==> src/rtl/core/desq_pkg.sv <==
// Shared types and codes for the double-ended sorted priority queue.
package desq_pkg;

    localparam int PRIO_W   = 16;
    localparam int AGE_W    = 8;
    localparam int KIND_W   = 2;
    localparam int STATUS_W = 2;
    localparam int COUNT_W  = 5;

    // operation codes carried in the input tuser
    localparam logic [KIND_W-1:0] KIND_INSERT   = 2'd0;
    localparam logic [KIND_W-1:0] KIND_REM_HIGH = 2'd1;
    localparam logic [KIND_W-1:0] KIND_REM_LOW  = 2'd2;

    // result status codes carried in the output tuser
    localparam logic [STATUS_W-1:0] STATUS_OK    = 2'd0;
    localparam logic [STATUS_W-1:0] STATUS_EMPTY = 2'd1;
    localparam logic [STATUS_W-1:0] STATUS_FULL  = 2'd2;

    typedef struct packed {
        logic [AGE_W-1:0]  age;
        logic [PRIO_W-1:0] prio;
    } t_entry;

    typedef enum logic [2:0] {
        S_IDLE,
        S_DECIDE,
        S_SHIFT_RD,
        S_SHIFT_WR,
        S_EDGE_CAP,
        S_REPORT
    } t_state;

    // controller -> datapath
    typedef struct packed {
        logic load;       // capture the input item
        logic set_full;   // status full, nothing changes
        logic set_empty;  // status empty, nothing changes
        logic ins_first;  // insert into an empty store
        logic ins_start;  // start walk from the tail
        logic shift_rd;   // read the entry above the walk pointer
        logic shift_wr;   // move that entry down one slot
        logic place;      // write the new entry at the walk pointer
        logic take;       // remove the top or bottom entry
        logic edge_cap;   // capture the new top or bottom from the read
        logic report;     // load the result register
    } t_cmd;

    // datapath -> controller
    typedef struct packed {
        logic [KIND_W-1:0] kind;
        logic              empty;
        logic              full;
        logic              single;
        logic              left_zero;
        logic              greater;
        logic              out_free;
    } t_stat;

endpackage

==> src/rtl/core/double_ended_sorted_priority_queue_top.sv <==
// Top level of the double-ended sorted priority queue.
//
//  channel  | direction | handshake                       | contents
//  ---------+-----------+---------------------------------+---------------------------
//  s_axis   | in        | i_s_axis_tvalid/o_s_axis_tready | operation and new entry
//  m_axis   | out       | o_m_axis_tvalid/i_m_axis_tready | status, removed and edges
//
// One operation is in flight at a time. An insert walks the single-port store
// from the tail, with one read and then one write for each entry moved down
// one slot; a removal that must fetch the new top or bottom reads it from the
// store. The controller returns to its idle step after each result and
// accepts the next input transfer there.
// Reset (synchronous, active low) empties the store; no clearing pass is
// needed as only slots between head and tail are ever read.
// The result sits in its own register; a stalled output holds the controller
// in its report step until the result transfer frees that register.
module double_ended_sorted_priority_queue_top #(
    parameter int DEPTH = 16
) (
    input  logic        i_clk,
    input  logic        i_rst_n,
    input  logic        i_s_axis_tvalid,
    output logic        o_s_axis_tready,
    // [15:0] new_priority, [23:16] new_age
    input  logic [23:0] i_s_axis_tdata,
    // [1:0] kind
    input  logic [1:0]  i_s_axis_tuser,
    output logic        o_m_axis_tvalid,
    input  logic        i_m_axis_tready,
    // [15:0] taken_priority, [23:16] taken_age, [28:24] entry_count,
    // [44:29] top_priority, [52:45] top_age, [68:53] bottom_priority,
    // [76:69] bottom_age, [79:77] zero
    output logic [79:0] o_m_axis_tdata,
    // [1:0] status
    output logic [1:0]  o_m_axis_tuser
);

    desq_pkg::t_cmd   cmd;
    desq_pkg::t_stat  stat;
    desq_pkg::t_entry taken, top, bottom;
    logic [desq_pkg::COUNT_W-1:0] count;

    desq_ctrl u_ctrl (
        .i_clk      (i_clk),
        .i_rst_n    (i_rst_n),
        .i_in_valid (i_s_axis_tvalid),
        .o_in_ready (o_s_axis_tready),
        .i_stat     (stat),
        .o_cmd      (cmd)
    );

    desq_datapath #(
        .DEPTH (DEPTH)
    ) u_datapath (
        .i_clk       (i_clk),
        .i_rst_n     (i_rst_n),
        .i_cmd       (cmd),
        .o_stat      (stat),
        .i_kind      (i_s_axis_tuser),
        .i_prio      (i_s_axis_tdata[15:0]),
        .i_age       (i_s_axis_tdata[23:16]),
        .i_out_ready (i_m_axis_tready),
        .o_out_valid (o_m_axis_tvalid),
        .o_status    (o_m_axis_tuser),
        .o_taken     (taken),
        .o_count     (count),
        .o_top       (top),
        .o_bottom    (bottom)
    );

    // result packing, highest field first
    assign o_m_axis_tdata = {3'b000, bottom.age, bottom.prio, top.age, top.prio,
                             count, taken.age, taken.prio};

endmodule

==> src/rtl/core/desq_datapath.sv <==
// Datapath: circular sorted store, edge registers and result register.
module desq_datapath #(
    parameter int DEPTH = 16
) (
    input  logic                          i_clk,
    input  logic                          i_rst_n,
    input  desq_pkg::t_cmd                i_cmd,
    output desq_pkg::t_stat               o_stat,
    input  logic [desq_pkg::KIND_W-1:0]   i_kind,
    input  logic [desq_pkg::PRIO_W-1:0]   i_prio,
    input  logic [desq_pkg::AGE_W-1:0]    i_age,
    input  logic                          i_out_ready,
    output logic                          o_out_valid,
    output logic [desq_pkg::STATUS_W-1:0] o_status,
    output desq_pkg::t_entry              o_taken,
    output logic [desq_pkg::COUNT_W-1:0]  o_count,
    output desq_pkg::t_entry              o_top,
    output desq_pkg::t_entry              o_bottom
);

    localparam int AW = $clog2(DEPTH);
    localparam int CW = $clog2(DEPTH + 1);
    localparam logic [AW-1:0] LAST = AW'(DEPTH - 1);

    function automatic logic [AW-1:0] inc_ptr(input logic [AW-1:0] p);
        return (p == LAST) ? '0 : p + AW'(1);
    endfunction

    function automatic logic [AW-1:0] dec_ptr(input logic [AW-1:0] p);
        return (p == '0) ? LAST : p - AW'(1);
    endfunction

    desq_pkg::t_entry mem [DEPTH];

    logic [AW-1:0]                   r_head, r_tail, r_ptr;
    logic [CW-1:0]                   r_count, r_left;
    logic                            r_moved;
    logic [desq_pkg::KIND_W-1:0]     r_kind;
    desq_pkg::t_entry                r_new, r_rd, r_top, r_bot, r_taken;
    logic [desq_pkg::STATUS_W-1:0]   r_status;
    logic                            r_out_valid;
    logic [desq_pkg::STATUS_W-1:0]   r_o_status;
    desq_pkg::t_entry                r_o_taken, r_o_top, r_o_bot;
    logic [desq_pkg::COUNT_W-1:0]    r_o_count;

    logic [AW-1:0]    rd_addr, wr_addr;
    logic             wr_en;
    desq_pkg::t_entry wr_data;
    logic [31:0]      count_ext;

    assign o_stat.kind      = r_kind;
    assign o_stat.empty     = (r_count == '0);
    assign o_stat.full      = (r_count == CW'(DEPTH));
    assign o_stat.single    = (r_count == CW'(1));
    assign o_stat.left_zero = (r_left == '0);
    assign o_stat.greater   = ($signed(r_rd.prio) > $signed(r_new.prio));
    assign o_stat.out_free  = !r_out_valid || i_out_ready;

    // one read port: walk read, else the slot that becomes the new edge
    always_comb begin
        if (i_cmd.shift_rd) begin
            rd_addr = dec_ptr(r_ptr);
        end else if (r_kind == desq_pkg::KIND_REM_HIGH) begin
            rd_addr = inc_ptr(r_head);
        end else begin
            rd_addr = dec_ptr(dec_ptr(r_tail));
        end
    end

    always_comb begin
        wr_en   = i_cmd.ins_first || i_cmd.place || i_cmd.shift_wr;
        wr_addr = i_cmd.ins_first ? r_tail : r_ptr;
        wr_data = i_cmd.shift_wr ? r_rd : r_new;
    end

    always_ff @(posedge i_clk) begin
        if (wr_en) begin
            mem[wr_addr] <= wr_data;
        end
        r_rd <= mem[rd_addr];
    end

    // control state
    always_ff @(posedge i_clk) begin
        if (!i_rst_n) begin
            r_head      <= '0;
            r_tail      <= '0;
            r_count     <= '0;
            r_out_valid <= 1'b0;
        end else begin
            if (i_cmd.ins_first || i_cmd.place) begin
                r_tail  <= inc_ptr(r_tail);
                r_count <= r_count + CW'(1);
            end
            if (i_cmd.take) begin
                if (r_kind == desq_pkg::KIND_REM_HIGH) begin
                    r_head <= inc_ptr(r_head);
                end else begin
                    r_tail <= dec_ptr(r_tail);
                end
                r_count <= r_count - CW'(1);
            end
            if (i_cmd.report) begin
                r_out_valid <= 1'b1;
            end else if (i_out_ready) begin
                r_out_valid <= 1'b0;
            end
        end
    end

    // payload
    always_ff @(posedge i_clk) begin
        if (i_cmd.load) begin
            r_kind     <= i_kind;
            r_new.prio <= i_prio;
            r_new.age  <= i_age;
            r_status   <= desq_pkg::STATUS_OK;
            r_taken    <= '0;
        end
        if (i_cmd.set_full) begin
            r_status <= desq_pkg::STATUS_FULL;
        end
        if (i_cmd.set_empty) begin
            r_status <= desq_pkg::STATUS_EMPTY;
        end
        if (i_cmd.ins_first) begin
            r_top <= r_new;
            r_bot <= r_new;
        end
        if (i_cmd.ins_start) begin
            r_ptr   <= r_tail;
            r_left  <= r_count;
            r_moved <= 1'b0;
        end
        if (i_cmd.shift_wr) begin
            r_ptr   <= dec_ptr(r_ptr);
            r_left  <= r_left - CW'(1);
            r_moved <= 1'b1;
        end
        if (i_cmd.place) begin
            if (r_left == '0) begin
                r_top <= r_new;
            end
            if (!r_moved) begin
                r_bot <= r_new;
            end
        end
        if (i_cmd.take) begin
            r_taken <= (r_kind == desq_pkg::KIND_REM_HIGH) ? r_top : r_bot;
        end
        if (i_cmd.edge_cap) begin
            if (r_kind == desq_pkg::KIND_REM_HIGH) begin
                r_top <= r_rd;
            end else begin
                r_bot <= r_rd;
            end
        end
        if (i_cmd.report) begin
            r_o_status <= r_status;
            r_o_taken  <= r_taken;
            r_o_count  <= count_ext[desq_pkg::COUNT_W-1:0];
            r_o_top    <= (r_count == '0) ? '0 : r_top;
            r_o_bot    <= (r_count == '0) ? '0 : r_bot;
        end
    end

    assign count_ext = 32'(r_count);

    assign o_out_valid = r_out_valid;
    assign o_status    = r_o_status;
    assign o_taken     = r_o_taken;
    assign o_count     = r_o_count;
    assign o_top       = r_o_top;
    assign o_bottom    = r_o_bot;

endmodule

==> src/rtl/core/desq_ctrl.sv <==
// Controller: sequences one queue operation at a time.
module desq_ctrl (
    input  logic            i_clk,
    input  logic            i_rst_n,
    input  logic            i_in_valid,
    output logic            o_in_ready,
    input  desq_pkg::t_stat i_stat,
    output desq_pkg::t_cmd  o_cmd
);

    desq_pkg::t_state r_state, n_state;

    always_ff @(posedge i_clk) begin
        if (!i_rst_n) begin
            r_state <= desq_pkg::S_IDLE;
        end else begin
            r_state <= n_state;
        end
    end

    always_comb begin
        n_state = r_state;
        unique case (r_state)
            desq_pkg::S_IDLE: begin
                if (i_in_valid) begin
                    n_state = desq_pkg::S_DECIDE;
                end
            end
            desq_pkg::S_DECIDE: begin
                unique case (i_stat.kind) inside
                    desq_pkg::KIND_INSERT: begin
                        if (i_stat.full || i_stat.empty) begin
                            n_state = desq_pkg::S_REPORT;
                        end else begin
                            n_state = desq_pkg::S_SHIFT_RD;
                        end
                    end
                    desq_pkg::KIND_REM_HIGH, desq_pkg::KIND_REM_LOW: begin
                        if (i_stat.empty || i_stat.single) begin
                            n_state = desq_pkg::S_REPORT;
                        end else begin
                            n_state = desq_pkg::S_EDGE_CAP;
                        end
                    end
                    default: n_state = desq_pkg::S_REPORT;
                endcase
            end
            desq_pkg::S_SHIFT_RD: begin
                n_state = i_stat.left_zero ? desq_pkg::S_REPORT : desq_pkg::S_SHIFT_WR;
            end
            desq_pkg::S_SHIFT_WR: begin
                n_state = i_stat.greater ? desq_pkg::S_REPORT : desq_pkg::S_SHIFT_RD;
            end
            desq_pkg::S_EDGE_CAP: n_state = desq_pkg::S_REPORT;
            desq_pkg::S_REPORT: begin
                if (i_stat.out_free) begin
                    n_state = desq_pkg::S_IDLE;
                end
            end
            default: n_state = desq_pkg::S_IDLE;
        endcase
    end

    always_comb begin
        o_cmd      = '0;
        o_in_ready = 1'b0;
        unique case (r_state)
            desq_pkg::S_IDLE: begin
                o_in_ready = 1'b1;
                o_cmd.load = i_in_valid;
            end
            desq_pkg::S_DECIDE: begin
                unique case (i_stat.kind) inside
                    desq_pkg::KIND_INSERT: begin
                        o_cmd.set_full  = i_stat.full;
                        o_cmd.ins_first = !i_stat.full && i_stat.empty;
                        o_cmd.ins_start = !i_stat.full && !i_stat.empty;
                    end
                    desq_pkg::KIND_REM_HIGH, desq_pkg::KIND_REM_LOW: begin
                        o_cmd.set_empty = i_stat.empty;
                        o_cmd.take      = !i_stat.empty;
                    end
                    default: ;
                endcase
            end
            desq_pkg::S_SHIFT_RD: begin
                o_cmd.place    = i_stat.left_zero;
                o_cmd.shift_rd = !i_stat.left_zero;
            end
            desq_pkg::S_SHIFT_WR: begin
                o_cmd.place    = i_stat.greater;
                o_cmd.shift_wr = !i_stat.greater;
            end
            desq_pkg::S_EDGE_CAP: o_cmd.edge_cap = 1'b1;
            desq_pkg::S_REPORT:   o_cmd.report   = i_stat.out_free;
            default: ;
        endcase
    end

endmodule
==> config.mk <==
export PLATFORM = sky130hd
export DESIGN_NAME = double_ended_sorted_priority_queue_top
export DESIGN_NICKNAME = d
export VERILOG_FILES = /design/src/rtl/core/desq_pkg.sv /design/src/rtl/core/double_ended_sorted_priority_queue_top.sv /design/src/rtl/core/desq_datapath.sv /design/src/rtl/core/desq_ctrl.sv
export SDC_FILE = /design/constraint.sdc
export NUM_CORES = 1
export LEC_CHECK = 0
export BUFFER_PORTS_ARGS = -buffer_cell sky130_fd_sc_hd__buf_2
export CORE_MARGIN = 1.5
export CORE_UTILIZATION = 60
export DETAILED_ROUTE_END_ITERATION = 7
export GPL_ROUTABILITY_DRIVEN = 0
export GPL_TIMING_DRIVEN = 0
export PLACE_DENSITY = 0.84
export SYNTH_ARGS = -nofsm -noshare
export SYNTH_HDL_FRONTEND = slang
export SYNTH_SLANG_ARGS = --single-unit
==> constraint.sdc <==
create_clock -name i_clk -period 13.95 [get_ports i_clk]
set_input_delay 2.79 -clock i_clk [delete_from_list [all_inputs] [get_ports i_clk]]
set_output_delay 2.79 -clock i_clk [all_outputs]
set_load 0.02 [all_outputs]
Word level (Yosys, flattened, before mapping) --
Memory sizes are Yosys's and may differ from the RTL's. A register that Yosys moved wholly into a read port is not among the register bits. Cells that the tools add are included.
Cells by class: add/sub/neg operators 8, magnitude comparators 1, mux-type cells 58, equal/unequal tests 13, reduce and logical (&&, ||, !) cells 27
Operator list (count):
- $mux 24 | 14
- $mux 4 | 14
- $mux 5 | 4
- $pmux 3 s6 | 1
- $gt 16x16->1 | 1
- $mux 1 | 15
- $mux 3 | 5
- $logic_not 4->1 | 3
- $sub 4x1->4 const B | 3
- $logic_not 5->1 | 2
- $reduce_bool 2->1 | 5
- $sub 5x1->5 const B | 2
- $add 4x1->4 const B | 2
- $eq 4x4->1 const B | 2
- $eq 3x2->1 const B | 2
- $eq 3x3->1 const B | 2
- $mux 2 | 3
- $pmux 3 s2 | 1
- $add 5x1->5 const B | 1
- $eq 5x1->1 const B | 1
- $eq 5x5->1 const B | 1
- $logic_not 1->1 | 5
- $logic_or 1x1->1 | 5
- $reduce_and 2->1 | 2
- 10 further kinds | 11
Storage, ports and cells: input bits 30, register bits 206, logic and storage cells 134, memories kept 1, RAM bits 384, output and inout bits 84
Memory list:
- u_datapath.mem | words 16, width 24, read ports 1, clocked after memory_dff 1, wr ports 1, line desq_datapath.sv:33 | desq_pkg::t_entry mem [DEPTH];

Logic depth before layout (Yosys ltp) --
Gate-level depths: netlist (run 1).
depth in word-level cells 10, gate-level depth with buffers 13, gate-level depth less buffers 10

By module --
From an unflattened synthesis (run 1), not the netlist that was laid out.
Unflattened totals: cells, all modules 1546, area total of the unflattened synthesis 24661.2 um^2
Modules (own cells, without submodules):
- desq_datapath | cells an instance 1494, area an instance 24235.7 um^2, sequential area each 17456.7 um^2, times used 1
- desq_ctrl | cells an instance 48, area an instance 399.1 um^2, sequential area each 60.1 um^2, times used 1
- double_ended_sorted_priority_queue_top | cells an instance 4, area an instance 26.3 um^2, sequential area each 0.0 um^2, times used 1

Worst setup path before layout (run 1) --
Ideal clock, no wire load.
kind input port to flip-flop, from input port i_m_axis_tready, to register u_datapath.r_o_bot, in the netlist u_datapath.o_bottom[0], enable pin, slack 7.279 ns, data required time 13.433 ns, library setup time 0.517 ns, arrival time 6.154 ns, stages 2, buffers on the path 0, cells stage by stage nor2b_1 -> nor2_1
RTL lines:
- start: declaration | line double_ended_sorted_priority_queue_top.sv:29 | input logic i_m_axis_tready,
- end signal: assignment | line desq_datapath.sv:163 | r_o_bot <= (r_count == '0) ? '0 : r_bot;
- end: declaration | line desq_datapath.sv:43 | desq_pkg::t_entry r_o_taken, r_o_top, r_o_bot;

Final worst setup path (run 1) --
from register u_ctrl.r_state[2], to output port o_s_axis_tready
On the way: word-level cells in the longest chain between the ends 2
Ends and longest elaborated chain:
- start: declaration | line desq_ctrl.sv:11 | desq_pkg::t_state r_state, n_state;
- start signal: assignment | line desq_ctrl.sv:15 | r_state <= desq_pkg::S_IDLE;
- start signal: assignment | line desq_ctrl.sv:17 | r_state <= n_state;
- $logic_not 3->1 | line desq_ctrl.sv:67 | unique case (r_state)
- $mux 1 | line desq_ctrl.sv:67
- end: declaration | line double_ended_sorted_priority_queue_top.sv:23 | output logic o_s_axis_tready,
Every way passes these cells.

==> results of run 1 <==
Yosys cell counts, types with 36 or more instances:
cell type | instances | area share [%]
buf_2 | 42 | 0.83
nor2_1 | 95 | 1.4
mux2i_1 | 130 | 5.1
inv_1 | 36 | 0.53
nor3_1 | 92 | 1.8
nand2_1 | 206 | 3.1
and2_1 | 50 | 1.2
edfxtp_1 | 522 | 62
mux2_2 | 85 | 3.8
o211ai_1 | 116 | 3.4
clkbuf_1 | 56 | 0.83
o21ai_0 | 37 | 0.73
a21oi_1 | 50 | 0.99
dfxtp_1 | 92 | 7.3
worst max path at each step:
stage                           start                      end  slack, ns
floorplan             i_m_axis_tready   u_datapath.o_bottom[0]       7.28
global placement      i_m_axis_tready  u_datapath.o_bottom[16]       6.29
detailed placement    i_s_axis_tvalid     u_datapath.r_new[21]       9.61
CTS                 u_ctrl.r_state[2]          o_s_axis_tready       9.27
global route        u_ctrl.r_state[2]          o_s_axis_tready       9.20
finish              u_ctrl.r_state[2]          o_s_axis_tready       9.24
worst reg2reg max path: stages, from the launching register on:
cell and delay (ns):
edfxtp_1 0.44, inv_1 0.23, ha_1 0.35, and4_4 0.26, a221oi_2 0.33, o21ai_1 0.14
or4_4 0.47, a31oi_1 0.40, nand2_1 0.12, clkbuf_1 0.23, buf_2 0.28, nand2_1 0.11
nand2_1 0.42
routing by layer:
metal	up-vias	GRT usage (%)	routed length, um
met3	234	5.37	6190
li1	7260	-	-
met5	-	0	0
met4	0	14.0	2860
met2	1092	50.2	31700
met1	7981	36.4	23200
placed cells by master, fill, tap and decap left out, types with 13 or more instances in the layout:
cell       synthesis  layout
dfxtp_1           92      92
nor2_4             0      15
ha_1              30      30
mux2_2            85      85
mux2i_1          130     130
o21ai_0           37      22
o21ai_1           13      28
edfxtp_1         522     522
and2_1            50      50
nand2_1          206     206
clkbuf_1          56      60
nand3_1           32      32
clkinv_2           0      13
a21oi_1           50      50
mux2_1            13      13
o211ai_1         116     116
buf_2             42     152
clkbuf_16          0      57
nor2_1            95      78
nor3_1            92      92
nand4_1           28      28
inv_1             36      36
final cells by class:
| type | count | area [sq um] | share of cell area [%] |
|---|---|---|---|
| antenna | 1 | 2.50 | 0.00866 |
| buffer | 113 | 507 | 1.75 |
| clock buffer | 61 | 1440 | 4.99 |
| clock inverter | 47 | 609 | 2.11 |
| inverter | 36 | 135 | 0.468 |
| multi-input combinational | 1078 | 7290 | 25.2 |
| sequential | 614 | 17500 | 60.6 |
| tap | 539 | 674 | 2.33 |
| timing repair buffer | 124 | 728 | 2.52 |
report_power, final:
group	total (W)	internal (W)	switching, W
clock	0.00169	0.000981	0.000707
sequential	0.00230	0.00216	0.000143
combinational	0.000722	0.000255	0.000467
state kept, by name (all words and copies together) (netlist names), 5 cells and up:
signal,cells
u_datapath.mem,384
u_datapath.o_bottom,24
u_datapath.o_count,5
u_datapath.o_taken,24
u_datapath.o_top,24
u_datapath.r_bot,24
u_datapath.r_count,5
u_datapath.r_left,5
u_datapath.r_new,24
u_datapath.r_rd,24
u_datapath.r_taken,24
u_datapath.r_top,24
stage by stage:
step | utilization, % | instance area (sq um) | std cells
2_1_floorplan | - | 25300 | 1841
3_3_place_gp | 63.6 | 26500 | 2489
3_5_place_dp | 64.3 | 26800 | 2503
4_1_cts | 69.2 | 28900 | 2611
5_1_grt | 69.2 | 28900 | 2612
6_report | 69.2 | 28900 | 2613
cell families after synthesis:
group | Yosys count | synth area share [%]
multiplexers | 228 | 9.50
flip-flops | 614 | 69.2
XOR/XNOR | 9 | 0.311
buffers and inverters | 149 | 2.54
adder cells (fa/ha/maj) | 30 | 1.48
other | 1 | 0.0148
AND/OR/NAND/NOR | 539 | 9.86
AO/OA/AOI/OAI | 269 | 7.11
==> impl_metrics.ini, run 1 <==
[status]
run_status = finished clean

[timing]
worstMarginPinSlew_ns = 1.21
slew_viol_final = 0
setup_tns_ns = 0
fin_ws_ns = 9.24
slew_headroom_pct = 19.1
period_share_pct = 33.8
fin_skew_ns = 0.0325
setup_viol = 0
hold-worst-slack_ns = 0.420
finalHoldViolCount = 0
post-route-min-period_ns = 4.71
fmax_mhz = 212
rsz0062_at_grt = no

[worst_hold_path]
hp-start = u_datapath.r_taken[16]
holdPathStages = 0
min_path_type = register to register
min_to = u_datapath.o_taken[16]

[route]
drc = 0
ant_nets = 0
drtIter0Drc = 2012
routedWlPerCell_um = 24.5
vias = 16600
viasPerCell = 6.34
drtPass1Iterations = 8
drt-total-wl_mm = 64.0

[clocking]
cts_root_buffer = clkbuf_16
cts_tree = built
cts.path.max_buffers = 3
cts_sinks = 614
insertion_delay_ns = 0.65
cts_resized = 0
cts_made_buffers = 57
ctsHoldBuffers = 0
post_cts_buffers = 0
clk_pin_slew_ns = 0.07
htree_levels = 2

[pwr]
irDropWorstVdd_v = 0.000111
total_power_w = 0.00471
powerDensity_nw_per_um2 = 163
leakage_nw = 10.6

[critical_path]
r2r_cells = 12
worst-path-buf-inv = 2
critical_path_required_ns = 11.16
path_cells = clkbuf_1, nor3_1, buf_2
critPathArrivalTime_ns = 1.92
cp_top_family = buffers and inverters
r2r_start = u_datapath.r_new[15]
r2r_end = u_datapath.mem[15][18]
path_depth = 3
start_kind = register
r2r_slack_ns = 9.74
endpoint_kind = output port
critPathSlowestCell = nor3_1
slowest_delay_ns = 0.45
critPathMaxFanout = 10
criticalPathCategory = register to output port

[die]
dieWidth_um = 208
core_sq_um = 41800
io_pins = 114
initial_core_util_pct = 60.6
chipHeight_um = 208
fp.dieArea_sq_um = 43400
rows = 75

[cells_and_area]
drive_gt1_share_pct = 18.5
nNetsFinal = 2084
area_delta_synth_final_pct = 14.1
fill_cells = 2602

[synth]
synth-async-reset-ratio_pct = 0
synth_area_sq_um = 25300
synth_enable_flop_cells = 522
yosys_warnings = 0
syn_inst = 1839
synth-seq-cells = 614
synthFlopType = edfxtp_1
synthDistinctLibCells = 66
syn_avg_cell_area_sq_um = 13.8
yosysSeqAreaShare_pct = 69.2

[placement]
io_buffers = 109
pre_cts_ws_ns = 9.61
dp_hpwl_mm = 42.6

[grt]
antenna_found_initial = 0
first_global_vias = 16600
grt_usage_pct = 29.4
grt_max_degree = 37
grt_pass1_wl_mm = 96.1
grt_overflow = 0

[flow_run]
max_cap_viol_count = 0
Note: power is estimated with default switching activity, not from simulation.
==> run 2, diff against run 1 <==
clock period = 4.6 ns   (was 13.95 ns; I/O delays follow)
==> run 2 against run 1 <==
  * Combinational power increased to 3.0 times the previous value
  * Power increased to 3.0 times the previous value
  * Clock-buffer cell count increased by 2
  * Clock skew decreased by 0.0075 ns
  * Core utilization decreased by 0.38 points
  * Final cell count decreased by 0.23%
  * Sequential share of layout area increased by 0.33 points
  * Wire length increased by 0.15%
  * Via count decreased by 0.21%
  * Largest cell class unchanged
==> impl_metrics.ini, run 2 (same netlist as run 1, synthesis figures left out) <==
[status]
run_status = finished clean

[grt]
first_global_vias = 16800
grt_max_degree = 41
antenna_found_initial = 1
grt_usage_pct = 29.5
grt_pass1_wl_mm = 96.3
grt_overflow = 0

[route]
ant_nets = 0
drc = 0
drtIter0Drc = 2040
vias = 16500
drtPass1Iterations = 8
viasPerCell = 6.34
drt-total-wl_mm = 64.1
routedWlPerCell_um = 24.6

[die]
io_pins = 114
initial_core_util_pct = 60.6
core_sq_um = 41800
fp.dieArea_sq_um = 43400
dieWidth_um = 208
rows = 75
chipHeight_um = 208

[cells_and_area]
final_cell_area_sq_um = 28700
regMostFlops = u_datapath.mem
largest_reg_flops = 384
final_cell_mix = 522 x edfxtp_1, 206 x nand2_1, 151 x buf_2
area_delta_synth_final_pct = 13.5
drive_gt1_share_pct = 18.1
nNetsFinal = 2082
diodes = 0
utilization_pct = 68.8
final_common_cell = edfxtp_1
fill_cells = 2605

[clocking]
ctsHoldBuffers = 0
cts_root_buffer = clkbuf_16
cts_sinks = 614
cts.path.max_buffers = 3
cts_tree = built
post_cts_buffers = 0
clk_pin_slew_ns = 0.06
cts_made_buffers = 57
htree_levels = 2
cts_resized = 0
insertion_delay_ns = 0.65

[timing]
slew_viol_final = 0
post-route-min-period_ns = 4.28
fmax_mhz = 234
worstMarginPinSlew_ns = 1.20
rsz0062_at_grt = no
setup_viol = 0
setup_tns_ns = 0
finalHoldViolCount = 0
period_share_pct = 92.9
slew_headroom_pct = 19.2
fin_skew_ns = 0.0250

[flow_run]
max_cap_viol_count = 0

[pwr]
internal_power_w = 0.0101
switching_share_pct = 28.1
clock_power_share_pct = 34.9
switching_power_w = 0.00396
powerDensity_nw_per_um2 = 490
irDropWorstVdd_v = 0.000286
pwr-share-seq_pct = 49.6
leakage_nw = 10.5
share_comb_of_total_power_pct = 15.5

[worst_hold_path]
min_to = u_datapath.o_taken[4]
hp-start = u_datapath.r_taken[4]
min_path_type = register to register
holdPathStages = 0

[critical_path]
worst-path-buf-inv = 3
path_depth = 9
cp_top_family = simple AND/OR/NAND/NOR gates
path_cells = inv_1, ha_1, nor3b_2, nand2b_1, nand2b_1, clkbuf_1, clkbuf_1, a31oi_1, nor2_4
critPathSlowestCell = nor2_4
critPathArrivalTime_ns = 4.53
r2r_cells = 9
critical_path_required_ns = 4.85
r2r_end = u_datapath.mem[15][1]
endpoint_kind = register
r2r_start = u_datapath.r_count[0]
r2r_slack_ns = 0.32
criticalPathCategory = register to register
slowest_delay_ns = 0.89
critPathMaxFanout = 24
start_kind = register

[placement]
placed_area_sq_um = 26800
io_buffers = 109
dp_hpwl_mm = 42.5
## run 2: cell count changes in the layout (fill, tap and decap cells not counted), moves of 2 or more
cell and change:
buf_4 +3, nor2_2 -2, clkinv_1 +2, buf_6 -2, bufinv_16 -3, nor2_4 +2
buf_16 -2, clkbuf_1 +2
## run 2: area by class of cell
class	instances	area, sq um	area share (%)
clock buffer	63	1450	5.04
multi-input combinational	1078	7300	25.4
timing repair buffer	122	668	2.32
inverter	36	135	0.470
clock inverter	42	497	1.73
buffer	113	507	1.76
tap	539	674	2.35
sequential	614	17500	60.9
## run 2: through the flow
| step | total power [W] | setup WS, ns | hold WS (ns) | instances |
|---|---|---|---|---|
| 5_1_grt | 0.0145 | 0.138 | 0.426 | 2607 |
| 3_3_place_gp | 0.00904 | -0.437 | 0.402 | 2489 |
| 3_5_place_dp | 0.00917 | 0.192 | 0.405 | 2501 |
| 6_report | 0.0141 | 0.325 | 0.419 | 2607 |
| 4_1_cts | 0.0140 | 0.149 | 0.418 | 2606 |
| 2_1_floorplan | 0.00834 | 1.12 | 0.400 | 1841 |
## run 2: how the worst max path moves through the flow
| stage | slack (ns) | to | startpoint |
|---|---|---|---|
| 4_1_cts | 0.15 | u_datapath.mem[5][12] | u_datapath.r_new[15] |
| 5_1_grt | 0.14 | u_datapath.mem[14][3] | u_datapath.r_count[0] |
| 6_report | 0.32 | u_datapath.mem[15][1] | u_datapath.r_count[0] |
| 3_3_place_gp | -0.44 | u_datapath.mem[6][20] | u_datapath.r_count[0] |
| 3_5_place_dp | 0.19 | u_datapath.mem[7][12] | u_datapath.r_new[15] |
| 2_1_floorplan | 1.12 | u_datapath.o_bottom[0] | i_m_axis_tready |
## run 2: routing by layer
layer / track usage [%] / wire, um
met1: 35.9 / 23400
met2: 49.4 / 30900
met3: 5.81 / 6190
met4: 17.0 / 3610
met5: 0 / 9
## run 2: power by group through the flow
stage	sequential, W	combinational (W)	clock [W]
finish	0.00698	0.00218	0.00490
global route	0.00701	0.00236	0.00511
CTS	0.00695	0.00213	0.00492
detailed placement	0.00707	0.00211	0
global placement	0.00704	0.00199	0
floorplan	0.00691	0.00143	0
